`src/rtl/core/iau_pkg.sv`:
```
// Shared types, constants and saturation helpers for the interval arithmetic unit.
// Used by iau_mul, iau_recip and interval_arithmetic_unit; depends on nothing.
`timescale 1ns / 1ps

package iau_pkg;

  localparam int WORD_BITS = 32;
  localparam int FRAC_BITS = 16;
  localparam int EXP_BITS  = 6;
  localparam int RCP_STEPS = 2 * FRAC_BITS + 1;
  localparam int RCP_CNT_W = $clog2(RCP_STEPS);
  localparam int POW_CNT_W = EXP_BITS - 1;

  typedef logic signed [WORD_BITS-1:0] word_t;
  typedef logic signed [WORD_BITS:0]   wide_t;

  localparam word_t MAX_POS = {1'b0, {(WORD_BITS-1){1'b1}}};
  localparam word_t MIN_NEG = {1'b1, {(WORD_BITS-1){1'b0}}};
  localparam wide_t WIDE_MAX = {2'b00, {(WORD_BITS-1){1'b1}}};
  localparam wide_t WIDE_MIN = {2'b11, {(WORD_BITS-1){1'b0}}};

  typedef enum logic [2:0] {
    OP_ADD, OP_SUB, OP_MUL, OP_DIV, OP_NEG, OP_POW, OP_DIST, OP_NONE
  } op_t;

  typedef enum logic [1:0] {
    ST_OK, ST_DIVZERO, ST_BADEXP, ST_SAT
  } status_t;

  typedef enum logic [3:0] {
    S_IDLE, S_DECODE, S_RCP_START, S_RCP_WAIT, S_MUL_ISSUE, S_MUL_WAIT,
    S_POW_CHECK, S_POW_ISSUE, S_POW_WAIT, S_DONE
  } state_t;

  // Saturated word plus the flag that says clamping happened
  typedef struct packed {
    word_t value;
    logic  sat;
  } sat_word_t;

  // Reciprocal unit response
  typedef struct packed {
    logic  done;
    logic  sat;
    word_t value;
  } rcp_rsp_t;

  // Clamp a one-bit-wider signed value into the word range
  function automatic sat_word_t clamp_wide(input wide_t v);
    sat_word_t r;
    r.sat   = 1'b0;
    r.value = v[WORD_BITS-1:0];
    if (v > WIDE_MAX) begin
      r.sat   = 1'b1;
      r.value = MAX_POS;
    end else if (v < WIDE_MIN) begin
      r.sat   = 1'b1;
      r.value = MIN_NEG;
    end
    return r;
  endfunction

endpackage

```
`src/rtl/core/iau_mul.sv`:
```
// Shared fixed-point multiplier: registered signed product, floor shift, saturation.
// Depends on iau_pkg.
`timescale 1ns / 1ps

module iau_mul (
  input  logic                clk,
  input  iau_pkg::word_t      a,
  input  iau_pkg::word_t      b,
  output iau_pkg::sat_word_t  res
);

  localparam int PW = 2 * iau_pkg::WORD_BITS;
  localparam logic signed [PW-1:0] P_MAX =
    {{(iau_pkg::WORD_BITS+1){1'b0}}, {(iau_pkg::WORD_BITS-1){1'b1}}};
  localparam logic signed [PW-1:0] P_MIN =
    {{(iau_pkg::WORD_BITS+1){1'b1}}, {(iau_pkg::WORD_BITS-1){1'b0}}};

  logic signed [PW-1:0] prod_r;
  logic signed [PW-1:0] shifted;

  // Register the full product
  always_ff @(posedge clk) begin
    prod_r <= a * b;
  end

  // Arithmetic shift rounds toward minus infinity; clamp to the word range
  always_comb begin
    shifted   = prod_r >>> iau_pkg::FRAC_BITS;
    res.sat   = 1'b0;
    res.value = shifted[iau_pkg::WORD_BITS-1:0];
    if (shifted > P_MAX) begin
      res.sat   = 1'b1;
      res.value = iau_pkg::MAX_POS;
    end else if (shifted < P_MIN) begin
      res.sat   = 1'b1;
      res.value = iau_pkg::MIN_NEG;
    end
  end

endmodule

```
`config.mk`:
```
export PLATFORM = sky130hd
export DESIGN_NAME = iau_mul
export DESIGN_NICKNAME = d
export VERILOG_FILES = /design/src/rtl/core/iau_pkg.sv /design/src/rtl/core/iau_mul.sv
export SDC_FILE = /design/constraint.sdc
export NUM_CORES = 2
export LEC_CHECK = 0
export BUFFER_PORTS_ARGS = -buffer_cell sky130_fd_sc_hd__buf_2
export CORE_ASPECT_RATIO = 1.2
export CORE_MARGIN = 4
export CORE_UTILIZATION = 44
export DETAILED_ROUTE_END_ITERATION = 10
export PLACE_DENSITY = 0.7
export SLEW_MARGIN = 20
export SYNTH_ARGS = -nofsm -noshare
export SYNTH_HDL_FRONTEND = slang
export SYNTH_SLANG_ARGS = --single-unit
```
`constraint.sdc`:
```
create_clock -name clk -period 9.1 [get_ports clk]
set_input_delay 1.365 -clock clk [delete_from_list [all_inputs] [get_ports clk]]
set_output_delay 1.365 -clock clk [all_outputs]
set_load 0.01 [all_outputs]
```
==> run_results.csv <==
group,metric,value,unit
run_status,status,"completed",
floorplanning,io_pins,98,
route,wl_per_cell,19.8,µm
clock_network,cts_tree,"built",
timing,maxSlewViolCount,0,
yosys,synthesis.nets,5194,
hold_path,hold_class,"flip-flop to primary output",
global_route,grt_pass1_vias,29835,
floorplanning,die_y,325,µm
yosys,ys_seq_area_frac,0.0261,
global_route,antenna_found_initial,9,
timing,finalHoldViolations,0,
critical_path,crit_fanout,22,
critical_path,end_kind,"flip-flop",
critical_path,worstSetupPathType,"input port to flip-flop",
finish,largest_reg_flops,48,
finish,layout.nets,5246,
timing,worst_pin_slew,0.735,ns
floorplanning,die_x,272,µm
timing,fin_crit,8.70,ns
critical_path,crit_arrival,8.93,ns
critical_path,cp.required,9.34,ns
critical_path,worst_path_most_repeated_cell,"fa_1",
finish,n_fill_cell,7722,
yosys,synth_ff_type,"dfxtp_1",
floorplanning,start_util,0.446,
route,ant_nets,0,
yosys,synth_warnings,0,
route,num_vias,25978,
yosys,syn_avg_cell_area,9.50,µm²
clock_network,h-tree-depth,2,
clock_network,cts_root_buf,"clkbuf_16",
critical_path,start_kind,"input port",
placed_design,pre_cts_slack,0.0959,ns
placed_design,portBuffers,97,
clock_network,cts_buffers,5,
global_route,grt_overflow,0,
placed_design,hpwl,87500,µm
critical_path,slowest_stage,"fa_1",
timing,fin_tns_setup,0,ns
yosys,synthArstFlopShare,0,
finish,layout-drive-gt1-share,0.0673,
clock_network,clock_sinks,48,
critical_path,max_stage_delay,0.53,ns
floorplanning,num_rows,115,
timing,finalCritPeriodShare,0.956,
route,drc,0,
yosys,ys_seq_elements,48,
route,wl,99600,µm
flow_run,max-cap-violations,0,
timing,slew_headroom,0.510,
finish,reg.largest.list,"prod_r x48",
global_route,grt_max_degree,33,
timing,fmax,115,MHz
clock_network,cts_buffer_depth,2,
clock_network,postCtsSetupRepairBufs,0,
route,drt_iter0_drc,1371,
timing,setup_viol,0,
global_route,grt_pass1_wl,161000,µm
yosys,synth.distinct_cells,54,
route,firstDrtPassIters,5,
placed_design,routabilityCongestion,0.914,
yosys,synthCells,3868,
floorplanning,core_area,0.0824,mm²
timing,rsz0062_at_grt,"no",
yosys,synth_edf_count,0,
timing,layout_setup_ws,0.405,ns
clock_network,cts.clk_slew.worst_paths,0.08,ns
clock_network,cts_resized,0,
clock_network,ctsHoldBuffers,0,
yosys,synthesis.area,0.0368,mm²
floorplanning,die_area,0.0882,mm²
route,viasPerCell,5.16,
finish,area_growth,7.10,%
finish,top_register,"prod_r",
global_route,track_usage,0.234,
logic make-up after synthesis:
kind of cell	share of synthesized area
xor gates and xnor gates	0.0150
adders and majority gates	0.650
DFF	0.0261
AOI/OAI and AO/OA	0.0343
and+or+nand+nor	0.154
buffers and inverters	0.120
routing by layer:
| metal | vias up | part of all wire | GRT usage |
|---|---|---|---|
| li1 | 11071 | - | - |
| met1 | 13765 | 0.33 | 0.256 |
| met2 | 806 | 0.55 | 0.437 |
| met3 | 328 | 0.041 | 0.0237 |
| met4 | 8 | 0.074 | 0.138 |
| met5 | - | 0.00058 | 0 |
critical path: cells and delay by family:
kind	cells	cell delay (ns)
xor+xnor	1	0.21
compound gates	5	1.16
simple gates	3	0.52
fa+ha+maj	9	4.37
buf+inv	9	1.28
through the flow:
stage / instance area [µm²] / util / cells / hold slack [ns]
2_1_floorplan: 36800 / - / 3868 / 1.77
3_3_place_gp: 39100 / 0.475 / 5024 / 1.87
3_5_place_dp: 39100 / 0.475 / 5024 / 1.86
4_1_cts: 39300 / 0.477 / 5032 / 2.22
5_1_grt: 39400 / 0.477 / 5036 / 2.23
6_report: 39400 / 0.477 / 5037 / 2.21
path summary, 6_finish.rpt:
kind          startpoint                 end  slack (ns)  cells after the start
max                 b[5]  prod_r[34]$_DFF_P_        0.40                     27
min   prod_r[28]$_DFF_P_             res[13]        2.21                      2
cell usage after synthesis (5+ instances only):
cell type / count / area (µm²)
fa_1: 1081 / 21600
inv_1: 975 / 3660
and2_1: 515 / 3220
nand2_1: 514 / 1930
clkbuf_1: 199 / 747
ha_1: 180 / 2250
a21oi_1: 54 / 270
dfxtp_1: 48 / 961
a21o_1: 47 / 353
xnor2_1: 46 / 403
nor2_1: 43 / 161
o21ai_0: 23 / 115
xor2_1: 17 / 149
nand3_1: 13 / 65.1
nand2b_1: 11 / 68.8
nand4_1: 11 / 68.8
o21ai_1: 9 / 45.0
nor2b_1: 6 / 37.5
a211oi_1: 5 / 37.5
nor3_1: 5 / 25.0
nor4_1: 5 / 31.3
o21bai_1: 5 / 37.5
layout make-up:
cell class	count	area, µm²	area share
flip-flops and latches	48	961	0.0244
clock inverters	3	68.8	0.00175
well taps	1111	1390	0.0353
repair buffers	245	1740	0.0441
clock buffers	5	125	0.00318
inverters	975	3660	0.0930
diodes	5	12.5	0.000318
multi-input cells	2645	31400	0.798
cell usage in the layout (no fill, tap or decap), types with 4 or more instances in the layout:
master     Yosys  routed
fa_1        1081    1081
o21bai_1       5       5
o21ai_1        9       9
nand4_1       11      11
and2_1       515     515
nand3_1       13      13
a21oi_1       54      54
buf_4          0     137
nor2_1        43      43
diode_2        0       5
clkbuf_16      0       5
xor2_1        17      17
nor3_1         5       5
o21ai_0       23      23
inv_1        975     975
buf_12         0      11
nand2_1      514     514
nand2b_1      11      11
o211ai_1       4       4
ha_1         180     180
a21oi_2        4       4
xnor2_1       46      46
a211oi_1       5       5
o21a_1         4       4
and3_1         4       4
dfxtp_1       48      48
nor2b_1        6       6
a21o_1        47      47
buf_2          1      96
a31oi_1        4       4
nor4_1         5       5
Power is left out: the tool's default activity adds up to more than one toggle a clock period on the data nets, which glitch-free logic cannot reach.
