**src/rtl/core/iau_pkg.sv**
```systemverilog
// Shared types, constants and saturation helpers for the interval arithmetic unit.
// Used by iau_mul, iau_recip and interval_arithmetic_unit; depends on nothing.
`timescale 1ns / 1ps

package iau_pkg;

  localparam int WORD_BITS = 32;
  localparam int FRAC_BITS = 16;
  localparam int EXP_BITS  = 6;
  localparam int RCP_STEPS = 2 * FRAC_BITS + 1;
  localparam int RCP_CNT_W = $clog2(RCP_STEPS);
  localparam int POW_CNT_W = EXP_BITS - 1;

  typedef logic signed [WORD_BITS-1:0] word_t;
  typedef logic signed [WORD_BITS:0]   wide_t;

  localparam word_t MAX_POS = {1'b0, {(WORD_BITS-1){1'b1}}};
  localparam word_t MIN_NEG = {1'b1, {(WORD_BITS-1){1'b0}}};
  localparam wide_t WIDE_MAX = {2'b00, {(WORD_BITS-1){1'b1}}};
  localparam wide_t WIDE_MIN = {2'b11, {(WORD_BITS-1){1'b0}}};

  typedef enum logic [2:0] {
    OP_ADD, OP_SUB, OP_MUL, OP_DIV, OP_NEG, OP_POW, OP_DIST, OP_NONE
  } op_t;

  typedef enum logic [1:0] {
    ST_OK, ST_DIVZERO, ST_BADEXP, ST_SAT
  } status_t;

  typedef enum logic [3:0] {
    S_IDLE, S_DECODE, S_RCP_START, S_RCP_WAIT, S_MUL_ISSUE, S_MUL_WAIT,
    S_POW_CHECK, S_POW_ISSUE, S_POW_WAIT, S_DONE
  } state_t;

  // Saturated word plus the flag that says clamping happened
  typedef struct packed {
    word_t value;
    logic  sat;
  } sat_word_t;

  // Reciprocal unit response
  typedef struct packed {
    logic  done;
    logic  sat;
    word_t value;
  } rcp_rsp_t;

  // Clamp a one-bit-wider signed value into the word range
  function automatic sat_word_t clamp_wide(input wide_t v);
    sat_word_t r;
    r.sat   = 1'b0;
    r.value = v[WORD_BITS-1:0];
    if (v > WIDE_MAX) begin
      r.sat   = 1'b1;
      r.value = MAX_POS;
    end else if (v < WIDE_MIN) begin
      r.sat   = 1'b1;
      r.value = MIN_NEG;
    end
    return r;
  endfunction

endpackage

```
**src/rtl/core/iau_recip.sv**
```systemverilog
// Bit-serial reciprocal unit: floor(2^(2F) / x), one quotient bit per cycle.
// Depends on iau_pkg.
`timescale 1ns / 1ps

module iau_recip (
  input  logic               clk,
  input  logic               rst_n,
  input  logic               start,
  input  iau_pkg::word_t     x,
  output iau_pkg::rcp_rsp_t  rsp
);

  localparam int W = iau_pkg::WORD_BITS;

  logic                          busy_r, busy_nxt;
  logic                          done_r, done_nxt;
  logic [iau_pkg::RCP_CNT_W-1:0] cnt_r, cnt_nxt;
  logic [W-1:0]                  d_r, d_nxt;
  logic [W-1:0]                  rem_r, rem_nxt;
  logic [W:0]                    q_r, q_nxt;
  logic                          neg_r, neg_nxt;
  logic                          zero_r, zero_nxt;
  logic [W:0]                    trial;
  logic                          ge;
  logic [W+1:0]                  qc;
  logic [W+1:0]                  lim;
  logic [W-1:0]                  mag;
  logic                          over;

  always_ff @(posedge clk) begin
    if (!rst_n) begin
      busy_r <= 1'b0;
      done_r <= 1'b0;
    end else begin
      busy_r <= busy_nxt;
      done_r <= done_nxt;
    end
  end

  always_ff @(posedge clk) begin
    cnt_r  <= cnt_nxt;
    d_r    <= d_nxt;
    rem_r  <= rem_nxt;
    q_r    <= q_nxt;
    neg_r  <= neg_nxt;
    zero_r <= zero_nxt;
  end

  // Load the divisor magnitude, then shift in one quotient bit a cycle
  always_comb begin
    busy_nxt = busy_r;
    done_nxt = 1'b0;
    cnt_nxt  = cnt_r;
    d_nxt    = d_r;
    rem_nxt  = rem_r;
    q_nxt    = q_r;
    neg_nxt  = neg_r;
    zero_nxt = zero_r;
    trial    = {rem_r, (cnt_r == '0)};
    ge       = trial >= {1'b0, d_r};
    if (start) begin
      neg_nxt  = x[W-1];
      d_nxt    = x[W-1] ? W'(-x) : W'(x);
      zero_nxt = (x == '0);
      cnt_nxt  = '0;
      rem_nxt  = '0;
      q_nxt    = '0;
      busy_nxt = (x != '0);
      done_nxt = (x == '0);
    end else if (busy_r) begin
      rem_nxt = ge ? W'(trial - {1'b0, d_r}) : trial[W-1:0];
      q_nxt   = {q_r[W-1:0], ge};
      cnt_nxt = cnt_r + 1'b1;
      if (cnt_r == iau_pkg::RCP_CNT_W'(iau_pkg::RCP_STEPS - 1)) begin
        busy_nxt = 1'b0;
        done_nxt = 1'b1;
      end
    end
  end

  // Round a negative quotient toward minus infinity, then saturate
  always_comb begin
    qc   = {1'b0, q_r} + (W+2)'(neg_r && (rem_r != '0));
    lim  = neg_r ? (W+2)'(1) << (W - 1) : ((W+2)'(1) << (W - 1)) - 1'b1;
    over = qc > lim;
    mag  = over ? lim[W-1:0] : qc[W-1:0];
    rsp.done  = done_r;
    rsp.sat   = over || zero_r;
    rsp.value = zero_r ? iau_pkg::MAX_POS : (neg_r ? -mag : mag);
  end

endmodule

```
**config.mk**
```make
export PLATFORM = sky130hd
export DESIGN_NAME = iau_recip
export DESIGN_NICKNAME = d
export VERILOG_FILES = /design/src/rtl/core/iau_pkg.sv /design/src/rtl/core/iau_recip.sv
export SDC_FILE = /design/constraint.sdc
export NUM_CORES = 1
export LEC_CHECK = 0
export BUFFER_PORTS_ARGS = -buffer_cell sky130_fd_sc_hd__clkbuf_2
export CAP_MARGIN = 20
export CELL_PAD_IN_SITES_DETAIL_PLACEMENT = 0
export CELL_PAD_IN_SITES_GLOBAL_PLACEMENT = 1
export CORE_ASPECT_RATIO = 1.75
export CORE_MARGIN = 5
export CORE_UTILIZATION = 40
export CTS_BUF_LIST = sky130_fd_sc_hd__clkbuf_4 sky130_fd_sc_hd__clkbuf_8 sky130_fd_sc_hd__clkbuf_16
export CTS_CLUSTER_DIAMETER = 60
export DETAILED_ROUTE_END_ITERATION = 10
export GPL_TIMING_DRIVEN = 0
export PLACE_DENSITY_LB_ADDON = 0.1
export SYNTH_ARGS = -nofsm -noshare
export SYNTH_HDL_FRONTEND = slang
export SYNTH_SLANG_ARGS = --single-unit
```
**constraint.sdc**
```tcl
create_clock -name clk -period 28 [get_ports clk]
set_input_delay 7 -clock clk [delete_from_list [all_inputs] [get_ports clk]]
set_output_delay 7 -clock clk [all_outputs]
set_load 0.01 [all_outputs]
```
==> results of run 1 <==
[state kept, by name, indices dropped and copies added, names as in the netlist]
| name | cells |
|---|---|
| busy_r | 1 |
| cnt_r | 6 |
| d_r | 32 |
| done_r | 1 |
| neg_r | 1 |
| q_r | 33 |
| rem_r | 32 |
| zero_r | 1 |
[cells in the final DEF, fill, tap and decap left out, drive strengths merged, types with 11 or more instances in the layout]
cell type	instances
a21o	41
a21oi	50
a311oi	30
and3	14
buf	27
clkbuf	128
dfxtp	73
edfxtp	34
ha	69
inv	70
mux2i	42
nand2	124
nand2b	13
nand3	43
nand4	36
nor2	128
nor3	29
nor4	22
o21ai	62
o21bai	11
o31ai	17
or3	12
xnor2	72
xor2	22
[layout make-up]
type                       instances  area (µm²)  area share
clock buffer                      11         240      0.0223
multi-input combinational        982        6670       0.620
timing repair buffer              69         368      0.0341
clock inverter                     5        37.5     0.00348
buffer                            75         330      0.0307
inverter                          68         255      0.0237
tap                              308         385      0.0358
sequential                       107        2480       0.230
[through the flow]
stage	setup WS (ns)	hold slack [ns]	instance area, µm²
detailed placement	11.91	0.504	10500
CTS	11.48	0.515	10800
floorplan	14.20	0.466	9740
global placement	10.98	0.489	10500
global route	11.00	0.545	10800
finish	11.40	0.516	10800
[kinds of logic (layout without fill, tap and decap cells)]
kind of cell    Yosys count  count (layout)
compound gates          293             293
xor+xnor                 94              94
buf+inv                 143             228
simple gates            481             481
flops                   107             107
mux                      44              44
fa+ha+maj                70              70
[final timing paths]
check                    to  slack (ns)
hold reg to reg    cnt_r[5]        0.52
hold / removal     cnt_r[5]        0.52
setup / recovery    rsp[30]       11.40
setup reg to reg  rem_r[24]       23.80
[routing by layer]
metal	vias to the layer above	GRT usage	part of all wire
li1	4666	-	-
met1	4316	0.211	0.35
met2	264	0.444	0.56
met3	91	0.0256	0.030
met4	0	0.132	0.059
met5	-	0	0
[synth_stat cells (9+ instances only)]
| master | count | share of area |
|---|---|---|
| or3_1 | 12 | 0.0077 |
| nor3_1 | 26 | 0.013 |
| o21ai_0 | 62 | 0.032 |
| edfxtp_1 | 34 | 0.10 |
| a21o_1 | 41 | 0.032 |
| a31oi_1 | 10 | 0.0064 |
| o21bai_1 | 11 | 0.0085 |
| clkbuf_1 | 49 | 0.019 |
| nand2_1 | 123 | 0.047 |
| nand2b_1 | 12 | 0.0077 |
| nor2_1 | 127 | 0.049 |
| ha_1 | 69 | 0.089 |
| nand4_1 | 32 | 0.021 |
| xnor2_1 | 72 | 0.065 |
| a311oi_1 | 30 | 0.027 |
| mux2i_1 | 41 | 0.042 |
| xor2_1 | 22 | 0.020 |
| o211ai_1 | 9 | 0.0069 |
| nand3_1 | 42 | 0.022 |
| and2_1 | 10 | 0.0064 |
| o31ai_1 | 14 | 0.011 |
| nor4_1 | 20 | 0.013 |
| a21oi_1 | 50 | 0.026 |
| inv_1 | 67 | 0.026 |
| and3_1 | 14 | 0.0090 |
| buf_4 | 9 | 0.0069 |
| buf_2 | 12 | 0.0062 |
| dfxtp_1 | 73 | 0.15 |
[worst max-delay path, delay by kind of cell, from the launching register on]
kind	cells	cell delay [ns]
adders and majority gates	4	0.90
DFF	1	0.78
and+or+nand+nor	11	3.27
buffers and inverters	8	2.36
muxes	1	0.36
xor gates and xnor gates	1	0.36
AOI/OAI and AO/OA	5	1.17
[power by group through the flow]
stage	sequential (mW)	clock, mW	combinational, mW
after floorplan	0.180	0	0.105
after global placement	0.183	0	0.148
after detailed placement	0.182	0	0.150
after CTS	0.179	0.128	0.151
after global routing	0.180	0.134	0.166
final	0.179	0.124	0.151
==> flow_summary.ini, run 1 <==
[sta]
finalSetupViolCount = 0
drv_slew = 0
tightest_slew_ns = 0.961
period_needed_ns = 16.60
rsz0062_at_grt = false
finClkSkew_ns = 0.0101
hold_viol = 0
fmax_mhz = 60.3
relSlewSlack = 0.359
min_period_over_period = 0.593
tns_ns = 0

[pwr]
power.density_nw_per_um2 = 42.1
ir_worst_vdd_v = 0.0000341
p_sw_mw = 0.162
p_leak_nw = 4.65
pwr-share-comb = 0.333
internal_power_mw = 0.292
total_power_mw = 0.454
pwr-share-clk = 0.273
p_sw_frac = 0.356
sequentialPowerShare = 0.394

[synthesis]
synth_simple_gate_area_frac = 0.255
synth_compound_area_frac = 0.209
netlist_area_um2 = 9740
synth_top_family_by_area = simple AND/OR/NAND/NOR gates
yosys_warnings = 0
synth_edf_count = 34
synth-async-reset-ratio = 0
synthesis.nets = 1337
ys_seq_elements = 107
synthAdderAreaFrac = 0.0907
synth_cells = 1232
avgSynthCellArea_um2 = 7.91
synthFlopType = dfxtp_1
ys_seq_area_frac = 0.255
synthMuxAreaShare = 0.0468
yosysUniqueCellTypes = 86
synth-xor-area-share = 0.0845

[routing]
first_iter_violations = 433
antenna_left = 0
drc_errors = 0
via_per_inst = 5.75
vias = 9337
post_drt_wl_per_cell_um = 19.2
drtPass1Iterations = 7
wirelength_mm = 31.3

[clocking]
tritoncts = built
post-cts-setup-buffers = 0
cts_buffer_depth = 2
clk_latency_ns = 0.37
hold_buffers = 0
clk_pin_slew_ns = 0.07
cts.sink_count = 107
htreeDepth = 3
cts_made_buffers = 9
cts-root-buf = clkbuf_16
ctsResizeCount = 0

[setup_path]
crit_slowest_cell = edfxtp_1
cp_data_required_time_ns = 21.00
cp_common_cell = ha_1
crit_fanout = 22
path_class = flip-flop to output pin
cp-start-kind = flip-flop
critPathArrivalTime_ns = 9.60
worstRegToRegCells = 15
timing.critical_path.from = neg_r
endpoint_kind = output pin
cpPeakStageDelay_ns = 0.78
r2r_start = cnt_r[0]

[finish]
syn_to_final_growth_pct = 10.6
drive_above_1_share = 0.108
finalNonFillerCells = 1625
fillers = 2567
final_nets = 1417
fin_util = 0.448
antenna_cells = 0

[floorplanning]
start_util = 0.406
die-width_um = 128
core_um2 = 24000
ioPinCount = 69
design.die.area_um2 = 27700
dieHeight_um = 216
fp-row-count = 75

[grt]
grt.total_usage = 0.223
antenna_found_initial = 0
grt.overflow.total = 0
grt_pass1_wl_mm = 48.6
grt_max_degree = 39
grt_pass1_vias = 9133

[place]
hpwl_mm = 25.6
port_buffers = 68
numPlacedInstances = 1609
place.gp.congestion = 0.869

[min_path]
hp-start = cnt_r[5]
hold_path_class = flip-flop to flip-flop
min_path_cells = 2

[flow_run]
cap_violations = 0

[run_status]
outcome = finished clean
(Power assumes the default switching activity.)
==> run 2, diff against run 1 <==
--- a/config.mk
+++ b/config.mk
@@ -5,6 +5,7 @@
 export SDC_FILE = /design/constraint.sdc
 export NUM_CORES = 1
 export LEC_CHECK = 0
+export ABC_AREA = 1
 export BUFFER_PORTS_ARGS = -buffer_cell sky130_fd_sc_hd__clkbuf_2
 export CAP_MARGIN = 20
 export CELL_PAD_IN_SITES_DETAIL_PLACEMENT = 0
==> constraint.sdc (replaced) <==
create_clock -name clk -period 13.63 [get_ports clk]
set_input_delay 3.4075 -clock clk [delete_from_list [all_inputs] [get_ports clk]]
set_output_delay 3.4075 -clock clk [all_outputs]
set_load 0.01 [all_outputs]
==> flow_summary.ini, run 2 <==
[min_path]
hp-start = cnt_r[1]
hold_end = cnt_r[1]
min_path_cells = 2
hold_path_class = flip-flop to flip-flop

[finish]
top_register = q_r
syn_to_final_growth_pct = 11.0
largestRegisters = q_r (33), d_r (32), rem_r (32)
drive_above_1_share = 0.106
final_cell_mix = nand2_1, inv_1, nor2_1
final_nets = 1601
final_common_cell = nand2_1
antenna_cells = 0
fin_util = 0.447
largest_register_ffs = 33

[sta]
drv_slew = 0
tns_ns = 0
rsz0062_at_grt = false
fmax_mhz = 86.1
hold_viol = 0
finalSetupViolCount = 0
tightest_slew_ns = 0.955
finClkSkew_ns = 0.00867
relSlewSlack = 0.363
min_period_over_period = 0.852
period_needed_ns = 11.61

[clocking]
clk_pin_slew_ns = 0.07
htreeDepth = 3
hold_buffers = 0
post-cts-setup-buffers = 0
tritoncts = built
cts-root-buf = clkbuf_16
ctsResizeCount = 0
cts_buffer_depth = 2
cts.sink_count = 107
cts_made_buffers = 9
clk_latency_ns = 0.37

[routing]
post_drt_wl_per_cell_um = 16.8
via_per_inst = 5.21
drc_errors = 0
drtPass1Iterations = 5
wirelength_mm = 30.4
first_iter_violations = 317
vias = 9420
antenna_left = 0

[synthesis]
yosysTopAreaCell = dfxtp_1
synthMuxAreaShare = 0
synth_common_cells = nand2_1, inv_1, nor2_1, a21oi_1
yosysUniqueCellTypes = 56
synth_simple_gate_area_frac = 0.325
synthFlopType = dfxtp_1
synth_edf_count = 34
synthesis.nets = 1521
ys_seq_elements = 107
synth-xor-area-share = 0.0803
synth-async-reset-ratio = 0
netlist_area_um2 = 9600
synth_cells = 1416
synth_top_family_by_area = simple AND/OR/NAND/NOR gates
yosys_warnings = 0
synth_top_area_frac = 0.152
synth.area.top_cells = dfxtp_1, nand2_1, edfxtp_1
ys_seq_area_frac = 0.259
synth_compound_area_frac = 0.144
yosysMostFrequentCell = nand2_1
synthAdderAreaFrac = 0.0920
avgSynthCellArea_um2 = 6.78

[setup_path]
path_class = flip-flop to output pin
crit_fanout = 25
r2r_start = cnt_r[0]
cpPeakStageDelay_ns = 0.57
timing.rr.end = rem_r[31]
endpoint_kind = output pin
cp_common_cell = nor2_1
critPathArrivalTime_ns = 8.21
regToRegSetupSlack_ns = 9.68
cp-start-kind = flip-flop
crit_slowest_cell = edfxtp_1
cp_data_required_time_ns = 10.22
worstRegToRegCells = 18

[pwr]
ir_worst_vdd_v = 0.0000687
p_leak_nw = 5.22
power.density_nw_per_um2 = 91.6

[floorplanning]
fp-row-count = 75
start_util = 0.403
die-width_um = 127
core_um2 = 23800
dieHeight_um = 215
ioPinCount = 69
design.die.area_um2 = 27300

[grt]
grt_pass1_vias = 9525
antenna_found_initial = 0
grt.overflow.total = 0
grt.total_usage = 0.224
grt_max_degree = 37
grt_pass1_wl_mm = 48.1

[flow_run]
cap_violations = 0

[place]
port_buffers = 68
hpwl_mm = 26.0
place.gp.congestion = 0.869

[run_status]
outcome = finished clean
## run 2: routing by layer
metal / part of all wire / GRT usage
met5: 0 / 0
met4: 0.067 / 0.138
met3: 0.022 / 0.0251
met2: 0.58 / 0.469
met1: 0.33 / 0.189
## run 2: worst max-delay path: cells and delay by family (launching register included)
| kind | cells | cell delay [ns] |
|---|---|---|
| buf+inv | 10 | 2.04 |
| xor+xnor | 1 | 0.19 |
| flops | 1 | 0.57 |
| fa+ha+maj | 4 | 1.14 |
| compound gates | 2 | 0.71 |
| simple gates | 18 | 3.13 |
## run 2: report_power, final
group          internal [mW]  switching (mW)  total [mW]
Sequential             0.350          0.0145       0.364
Combinational          0.115           0.224       0.340
Clock                  0.148           0.124       0.272
Total                  0.613           0.363       0.976
## run 2: stage by stage
stage	cell area, µm²	setup WS (ns)	hold WS, ns	instances	total power [mW]
after detailed placement	10400	2.34	0.514	1793	0.713
final	10700	2.02	0.522	1808	0.976
after global routing	10700	1.56	0.545	1808	1.04
after global placement	10300	1.88	0.505	1792	0.708
after CTS	10700	1.90	0.525	1808	0.989
after floorplan	9600	4.30	0.468	1416	0.608
## run 2: worst max path at each step
stage | start | to | slack (ns)
finish | neg_r | rsp[30] | 2.02
global route | neg_r | rsp[28] | 1.56
CTS | neg_r | rsp[30] | 1.90
detailed placement | neg_r | rsp[30] | 2.34
global placement | neg_r | rsp[30] | 1.88
floorplan | neg_r | rsp[30] | 4.30
## run 2: area by class of cell
class                           instances  area (µm²)
Fill cell                            2684       13200
Multi-Input combinational cell       1067        6160
Inverter                              199         747
Clock inverter                          5        60.1
Buffer                                 43         211
Tap cell                              308         385
Timing Repair Buffer                   69         368
Sequential cell                       107        2480
Clock buffer                           10         239
## run 2: kinds of logic after synthesis
family	Yosys count
simple gates	672
buf+inv	242
compound gates	237
flops	107
xor+xnor	88
fa+ha+maj	70
==> run 3, diff against run 2 <==
--- a/config.mk
+++ b/config.mk
@@ -16,7 +16,7 @@
 export CTS_BUF_LIST = sky130_fd_sc_hd__clkbuf_4 sky130_fd_sc_hd__clkbuf_8 sky130_fd_sc_hd__clkbuf_16
 export CTS_CLUSTER_DIAMETER = 60
 export DETAILED_ROUTE_END_ITERATION = 10
-export GPL_TIMING_DRIVEN = 0
+export GPL_TIMING_DRIVEN = 1
 export PLACE_DENSITY_LB_ADDON = 0.1
 export SYNTH_ARGS = -nofsm -noshare
 export SYNTH_HDL_FRONTEND = slang
==> flow_summary.ini, run 3 (same netlist as run 2, synthesis figures left out) <==
[setup_path]
crit_fanout = 47
critPathArrivalTime_ns = 6.77
cpPeakStageDelay_ns = 0.58
crit_slowest_cell = nor3_1
cp.buffers_inverters = 4
path_class = flip-flop to output pin
cp-start-kind = flip-flop
crit_family = simple AND/OR/NAND/NOR gates
endpoint_kind = output pin
cp_common_cell = nor2_1
cp_data_required_time_ns = 10.22

[finish]
antenna_cells = 0
design_area_um2 = 10500
syn_to_final_growth_pct = 8.98
largestRegisters = q_r (33), d_r (32), rem_r (32)
final_common_cell = nand2_1
drive_above_1_share = 0.108
final_nets = 1566
largest_register_ffs = 33
final_cell_mix = nand2_1, inv_1, nor2_1
top_register = q_r

[sta]
min_period_over_period = 0.747
drv_slew = 0
whs_ns = 0.512
hold_viol = 0
period_needed_ns = 10.18
finClkSkew_ns = 0.00610
rsz0062_at_grt = false
relSlewSlack = 0.346
finalSetupViolCount = 0
tightest_slew_ns = 0.973
fmax_mhz = 98.2
tns_ns = 0

[pwr]
power.density_nw_per_um2 = 89.4
ir_worst_vdd_v = 0.0000765
p_leak_nw = 5.14

[routing]
post_drt_wl_per_cell_um = 16.1
vias = 9112
antenna_left = 0
via_per_inst = 5.14
drc_errors = 0
first_iter_violations = 358
wirelength_mm = 28.6
drtPass1Iterations = 6

[place]
port_buffers = 68
place_area_um2 = 10200
place.gp.congestion = 0.907
hpwl_mm = 23.4

[floorplanning]
die-width_um = 127
fp-row-count = 75
start_util = 0.403
ioPinCount = 69
design.die.area_um2 = 27300
dieHeight_um = 215
core_um2 = 23800

[grt]
grt_use_met3 = 0.0214
grt_max_degree = 67
grt_pass1_vias = 9074
grt_pass1_wl_mm = 45.9
antenna_found_initial = 0
grt.total_usage = 0.212
grt.overflow.total = 0
use_met1 = 0.202
busiest_layer = met2
grt_use_met2 = 0.430

[clocking]
clk_pin_slew_ns = 0.07
htreeDepth = 3
clk_latency_ns = 0.37
ctsResizeCount = 0
tritoncts = built
cts-root-buf = clkbuf_16
cts_made_buffers = 9
cts_buffer_depth = 2
cts.sink_count = 107
post-cts-setup-buffers = 0
hold_buffers = 0

[run_status]
outcome = finished clean

[flow_run]
cap_violations = 0

[min_path]
hold_path_class = flip-flop to flip-flop
[run 3: final timing paths]
kind | from | end | slack, ns | depth (start not counted)
max | neg_r | rsp[30] | 3.45 | 30
min reg2reg | cnt_r[0] | cnt_r[0] | 0.51 | 2
min | cnt_r[0] | cnt_r[0] | 0.51 | 2
max reg2reg | cnt_r[1] | rem_r[31] | 9.79 | 21
[run 3: worst reg2reg max path, stage by stage, from the launching register on]
cell and delay [ns]:
dfxtp_1 0.32, inv_1 0.09, ha_1 0.15, nand3_1 0.10, nor2_1 0.10, nand2_1 0.08
ha_1 0.22, o21ai_0 0.30, a21oi_1 0.20, inv_1 0.15, nand3_1 0.09, nand3_1 0.16
nand2_1 0.12, nand2_1 0.11, nand2_1 0.06, nand2_1 0.07, nor2_1 0.09, buf_4 0.19
inv_1 0.70, o22ai_1 0.18, a31oi_1 0.19, nor2_1 0.05
[run 3: final cells by class]
type                       count  area (µm²)
fill                        2597       13400
clock buffer                   9         225
timing repair buffer          77         408
sequential                   107        2480
inverter                     199         747
multi-input combinational   1067        6160
tap                          308         385
clock inverter                 7        53.8
[run 3: routing by layer]
| layer | vias to the layer above | routed length, µm |
|---|---|---|
| met5 | - | 0 |
| met4 | 0 | 1420 |
| met1 | 4121 | 9990 |
| met3 | 57 | 736 |
| met2 | 173 | 16500 |
| li1 | 4761 | - |
[run 3: through the flow]
stage | instances | utilization | worst slack (ns) | total power [mW]
floorplan | 1416 | - | 4.30 | 0.608
global placement | 1758 | 0.427 | 3.98 | 0.697
detailed placement | 1758 | 0.427 | 3.81 | 0.699
CTS | 1774 | 0.439 | 3.39 | 0.949
global route | 1774 | 0.439 | 2.82 | 1.00
finish | 1774 | 0.439 | 3.45 | 0.935
[run 3: power breakdown]
group / switching (mW) / internal, mW / leakage [nW] / total, mW
combinational: 0.216 / 0.108 / 4.08 / 0.324
sequential: 0.0149 / 0.350 / 0.928 / 0.365
clock: 0.122 / 0.125 / 0.136 / 0.246
